[config.mk]
export PLATFORM = sky130hd
export DESIGN_NAME = srel_front_flat
export DESIGN_NICKNAME = d
export VERILOG_FILES = /design/src/sv/srel_pkg.sv /design/src/sv/srel_if.sv /design/src/sv/srel_front.sv /design/src/flat_wrapper.sv
export SDC_FILE = /design/constraint.sdc
export NUM_CORES = 1
export LEC_CHECK = 0
export BUFFER_PORTS_ARGS = -buffer_cell sky130_fd_sc_hd__buf_2
export CORE_ASPECT_RATIO = 1.4
export CORE_UTILIZATION = 34
export DETAILED_ROUTE_END_ITERATION = 12
export PLACE_DENSITY = 0.61
export SLEW_MARGIN = 20
export SYNTH_ARGS = -nofsm -noshare
export SYNTH_HDL_FRONTEND = slang
export SYNTH_SLANG_ARGS = --single-unit
[constraint.sdc]
create_clock -name clk -period 8.35 [get_ports clk]
set_input_delay 1.67 -clock clk [delete_from_list [all_inputs] [get_ports clk]]
set_output_delay 1.67 -clock clk [all_outputs]
set_load 0.01 [all_outputs]
[src/sv/srel_pkg.sv]
// Shared types and codes for the set relation classifier.
`default_nettype none
package srel_pkg;
    localparam int ElemWidth = 32;
    localparam int RelWidth  = 3;

    typedef enum logic [RelWidth-1:0] {
        REL_EQUAL    = 3'd0,
        REL_B_IN_A   = 3'd1,
        REL_A_IN_B   = 3'd2,
        REL_DISJOINT = 3'd3,
        REL_CONFUSED = 3'd4
    } relation_t;

    typedef struct packed {
        logic [ElemWidth-1:0] element;
        logic                 in_second_set;
        logic                 has_element;
        logic                 end_of_pair;
    } cmd_t;

    typedef enum logic [2:0] {
        ST_IDLE,
        ST_SCAN,
        ST_INSERT,
        ST_FINISH
    } back_state_t;
endpackage
`default_nettype wire

[src/sv/srel_if.sv]
// Valid/ready channel interfaces for input items and results.
`default_nettype none
interface srel_item_if;
    logic        valid;
    logic        ready;
    logic [31:0] element;
    logic        in_second_set;
    logic        has_element;
    logic        end_of_pair;
    modport source (output valid, element, in_second_set, has_element, end_of_pair,
                    input ready);
    modport sink (input valid, element, in_second_set, has_element, end_of_pair,
                  output ready);
endinterface

`default_nettype wire

[src/sv/srel_front.sv]
// Front end: accept input words, drop empty non-closing words, queue commands.
`default_nettype none
module srel_front
    import srel_pkg::*;
(
    input  wire logic  clk,
    input  wire logic  rst_n,
    srel_item_if.sink  items,
    output logic       cmd_valid,
    output cmd_t       cmd,
    input  wire logic  cmd_pop
);
    cmd_t        q_reg [2];
    logic        wr_ptr_reg, wr_ptr_next;
    logic        rd_ptr_reg, rd_ptr_next;
    logic [1:0]  cnt_reg, cnt_next;
    logic        push;
    logic        do_pop;
    cmd_t        in_cmd;

    assign items.ready = (cnt_reg != 2'd2);
    assign in_cmd = '{element: items.element, in_second_set: items.in_second_set,
                      has_element: items.has_element, end_of_pair: items.end_of_pair};
    assign push   = items.valid && items.ready && (items.has_element || items.end_of_pair);
    assign do_pop = cmd_pop && (cnt_reg != 2'd0);
    assign cmd_valid = (cnt_reg != 2'd0);
    assign cmd = q_reg[rd_ptr_reg];

    always_comb
    begin
        wr_ptr_next = push ? ~wr_ptr_reg : wr_ptr_reg;
        rd_ptr_next = do_pop ? ~rd_ptr_reg : rd_ptr_reg;
        cnt_next = cnt_reg + {1'b0, push} - {1'b0, do_pop};
    end

    always_ff @(posedge clk or negedge rst_n)
    begin
        if (!rst_n)
        begin
            wr_ptr_reg <= 1'b0;
            rd_ptr_reg <= 1'b0;
            cnt_reg    <= 2'd0;
        end
        else
        begin
            wr_ptr_reg <= wr_ptr_next;
            rd_ptr_reg <= rd_ptr_next;
            cnt_reg    <= cnt_next;
        end
    end

    always_ff @(posedge clk)
    begin
        if (push)
        begin
            q_reg[wr_ptr_reg] <= in_cmd;
        end
    end

    a_cnt_range: assert property (@(posedge clk) disable iff (!rst_n) cnt_reg != 2'd3)
        else $error("queue count out of range");
    a_full_no_push: assert property (@(posedge clk) disable iff (!rst_n)
        cnt_reg == 2'd2 && !cmd_pop |=> cnt_reg == 2'd2)
        else $error("full queue lost an entry");
    a_pop_nonempty: assert property (@(posedge clk) disable iff (!rst_n)
        cnt_reg == 2'd0 && push |=> cmd_valid)
        else $error("pushed command not visible");
endmodule
`default_nettype wire

[src/flat_wrapper.sv]
// flat-port wrapper written by rule: the top's interface ports become plain ports
module srel_front_flat import srel_pkg::*;
  (clk, rst_n, cmd_valid, cmd, cmd_pop, items_valid, items_element, items_in_second_set, items_has_element, items_end_of_pair, items_ready);
  srel_item_if items_i ();
  input  wire logic clk;
  input  wire logic rst_n;
  output logic cmd_valid;
  output cmd_t cmd;
  input  wire logic cmd_pop;
  input wire logic [$bits(items_i.valid)-1:0] items_valid;
  input wire logic [$bits(items_i.element)-1:0] items_element;
  input wire logic [$bits(items_i.in_second_set)-1:0] items_in_second_set;
  input wire logic [$bits(items_i.has_element)-1:0] items_has_element;
  input wire logic [$bits(items_i.end_of_pair)-1:0] items_end_of_pair;
  output wire logic [$bits(items_i.ready)-1:0] items_ready;
  assign items_i.valid = items_valid;
  assign items_i.element = items_element;
  assign items_i.in_second_set = items_in_second_set;
  assign items_i.has_element = items_has_element;
  assign items_i.end_of_pair = items_end_of_pair;
  assign items_ready = items_i.ready;
  srel_front u_core (.clk(clk), .rst_n(rst_n), .items(items_i), .cmd_valid(cmd_valid), .cmd(cmd), .cmd_pop(cmd_pop));
endmodule
* Yosys cells after proc, flatten, opt, wreduce, memory -nomap -nowiden
Memories as Yosys holds them, arrays and structs flattened.
Cells that the tools add are included.
** Cells by class
- $add $sub $neg :: 2
- Equality and inequality tests :: 1
- Multiplexer cells :: 2
- Reductions and logical operators :: 5
- Bitwise logic cells :: 2
** Operator list (count)
- logical AND 1 bit :: 3
- adder 2 x 1 -> 2 bit :: 1
- 2-to-1 mux 1 bit :: 2
- inequality test 2 bit, second input constant :: 1
- NOT 1 bit :: 2
- nonzero test 2 bit :: 1
- subtractor 2 x 1 -> 2 bit :: 1
- logical OR 1 bit :: 1
** Storage, ports and cells
- Register bits after elaboration :: 4
- Input port bits :: 39
- RAM bits :: 70
- Word-level logic and storage cells :: 16
- Output and inout bits :: 37
- Memories kept :: 1
** Memories
- u_core.q_reg :: words 2, bits a word 35, read ports 1, clocked after Yosys merged registers in 0, write ports 1, RTL line srel_front.sv:13 : cmd_t q_reg [2];

* Longest topological paths before layout
- Depth after elaboration :: 5
- Gate-level depth with buffers :: 5
- Mapped depth without buffers :: 5

* Worst setup path after synthesis
No wires, ideal clock.
- Path kind :: input port to flip-flop
- Start :: input items_end_of_pair
- End :: memory u_core.q_reg[0][0] in the netlist's numbering, enable pin
- Buffers on the path :: 0
- Data arrival time :: 4.208 ns
- Library setup time :: 0.471 ns
- Stages :: 2
- Required time :: 7.879 ns
- Slack :: 3.671 ns
- Path through :: o21ai_0 -> nor3_1
** Between the ends
- Word-level cells in the longest chain between the ends :: 4
** RTL lines
- from (decl) :: RTL line flat_wrapper.sv:14 : input wire logic [$bits(items_i.end_of_pair)-1:0] items_end_of_pair;
- logical OR 1 bit :: RTL line srel_front.sv:24 : assign push = items.valid && items.ready && (items.has_element || items.end_of_pair);
- logical AND 1 bit :: RTL line srel_front.sv:24
- 2-to-1 mux 1 bit :: RTL line srel_front.sv:54 : if (push)
- 2-to-1 mux 1 bit (implied by the code) :: RTL line srel_front.sv:56 : q_reg[wr_ptr_reg] <= in_cmd;
- to (decl) :: RTL line srel_front.sv:13
No other way between the ends.

==> out/qor.yml <==
logic_synthesis:
  synthMuxAreaShare_pct: 14.5
  synth-compound-area-share_pct: 0.181
  yosys_register_bits: 74
  avgSynthCellArea_um2: 21.5
  synth_area_leaders: "edfxtp_1, mux2_2, dfrtp_1, buf_6, mux2_4"
  yosysTopAreaCell: "edfxtp_1"
  synth_top_family_by_area: "multiplexers"
  synth-simple-area-share_pct: 1.85
  syn_area_mm2: 0.00277
  synth_adder_area_share_pct: 0.452
  ys_seq_area_share_pct: 79.5
  synth.top_cell.area_share_pct: 75.9
  syn_nets: 169
  yosys.area_share.xor_xnor_pct: 1.58
  ys_types: 16
  netlist_instances: 129
  synth_warnings: 0
cts:
  cts_buffer_depth: 2
  htreeDepth: 3
  clock_sinks: 74
  cts_resized: 0
  tritoncts: "done"
  path_clk_slew_ns: 0.07
  insertion_delay_ns: 0.34
  numCtsBuffers: 9
  cts_setup_buffers: 0
  cts_root_buf: "clkbuf_8"
  hold_buffers: 0
setup_path:
  r2r_setup_slack_ns: 6.42
  critical_path_class: "flop to primary output"
  crit-reg2reg-launch: "u_core.cnt_reg[1]"
  path_cells: "mux2_2, buf_2"
  startpoint: "u_core.rd_ptr_reg"
  cp-end-kind: "primary output"
  reg2reg_depth: 3
  cp_max_fo: 36
  crit_slowest_cell: "dfrtp_2"
  cp_data_arrival_time_ns: 1.84
  slowest_delay_ns: 0.93
  worstSetupEndpoint: "cmd[17]"
  required_ns: 6.68
  crit_path_start_kind: "flop"
  reg2reg_to: "u_core.q_reg[1][8]"
place:
  dpl.hpwl_mm: 2.76
  placed_cell_area_mm2: 0.00324
  dp_cells: 301
  portBuffers: 75
  globalplace.congestion: 0.671
  pre_cts_slack_ns: 4.64
final_layout:
  layout.cells.non_filler: 315
  n_fill_cell: 727
  final_area_mm2: 0.00339
  area_growth_pct: 22.6
  drive_above_1_share_pct: 60.0
  layout_common_cells: "buf_2, edfxtp_1, mux2_2"
  antenna_cells: 0
  largest_reg_flops: 70
  final_util_pct: 43.5
  layout.cells.most_common: "buf_2"
  final_nets: 252
timing:
  fmax_mhz: 285
  slew_headroom_pct: 42.1
  period_needed_ns: 3.51
  setup_ws_ns: 4.84
  totalNegativeSetupSlack_ns: 0
  clock_skew_ns: 0.00467
  rsz0062_at_grt: "no"
  whs_ns: 0.542
  worst_pin_slew_ns: 0.869
  hold_viol: 0
  setup_viol: 0
  period_share_pct: 42.1
  drv_slew: 0
floorplanning:
  core_mm2: 0.00780
  initial_core_util_pct: 35.5
  dieHeight_um: 109
  die_x_um: 78.3
  io_pins: 76
  core.rowCount: 38
  die-area_mm2: 0.00851
routing:
  initialDrtViolationCount: 80
  vias_per_cell: 4.38
  wl_mm: 4.37
  wl_per_cell_um: 13.9
  num_vias: 1381
  post-route-drc-count: 0
  firstDrtPassIters: 4
  postRouteAntennaNets: 0
grt:
  grt_pass1_wl_mm: 6.74
  grt_pass1_vias: 1379
  grt.total_usage_pct: 11.5
  grt_max_degree: 37
  antenna_found_initial: 1
  overflow: 0
outcome:
  status: "complete, no violations"
flow_run:
  maxCapViolCount: 0
power:
  power_density_mw_per_mm2: 313
  irDropWorstVdd_v: 0.000189
  leakagePower_nw: 1.27
  p_total_mw: 1.06
min_path:
  hp-class: "flop to flop"
how the worst min path moves through the flow:
stage	start	endpoint	slack, ns	cells past startpoint
final	u_core.wr_ptr_reg	u_core.wr_ptr_reg	0.54	1
after CTS	u_core.wr_ptr_reg	u_core.wr_ptr_reg	0.51	1
after global routing	u_core.wr_ptr_reg	u_core.wr_ptr_reg	0.57	1
after global placement	u_core.wr_ptr_reg	u_core.wr_ptr_reg	0.49	1
after detailed placement	u_core.wr_ptr_reg	u_core.wr_ptr_reg	0.50	1
after floorplan	u_core.wr_ptr_reg	u_core.wr_ptr_reg	0.46	1
worst max-delay path: cells and delay by family (launching register included):
kind	cells	cell delay (ns)
flops	1	0.93
buf+inv	1	0.14
mux	1	0.42
cells by family after synthesis:
family          count (synthesis)
flops                          74
fa+ha+maj                       1
mux                            35
simple gates                    7
compound gates                  1
buf+inv                         6
xor+xnor                        5
cell type report:
class / count / area (µm²) / area share (%)
clock inverters: 4 / 21.3 / 0.627
well taps: 100 / 125 / 3.69
repair buffers: 76 / 383 / 11.3
clock buffers: 10 / 128 / 3.76
multi-input cells: 49 / 527 / 15.5
flip-flops and latches: 74 / 2200 / 64.9
inverters: 2 / 7.51 / 0.221
power by group:
group          internal (mW)  leakage (nW)  switching [mW]
sequential             0.489         0.690          0.0544
clock                  0.102        0.0754           0.117
combinational          0.160         0.502           0.138
cells in the mapped netlist:
library cell	n
or2_4	1
nor2_1	1
nor3_1	2
xnor2_1	3
mux2_2	33
buf_6	4
and2_1	1
xor2_1	2
and2_4	1
o21ai_0	1
edfxtp_1	70
dfrtp_1	4
nor2b_4	1
inv_1	2
ha_1	1
mux2_4	2
routing by layer:
metal	up-vias	part of all wire, %	GRT usage [%]
met5	-	0.23	0
met4	2	3.1	10.3
met3	12	6.2	3.93
met2	46	51	18.0
met1	660	39	12.3
li1	661	-	-
Power figures use the tool's default switching activity.
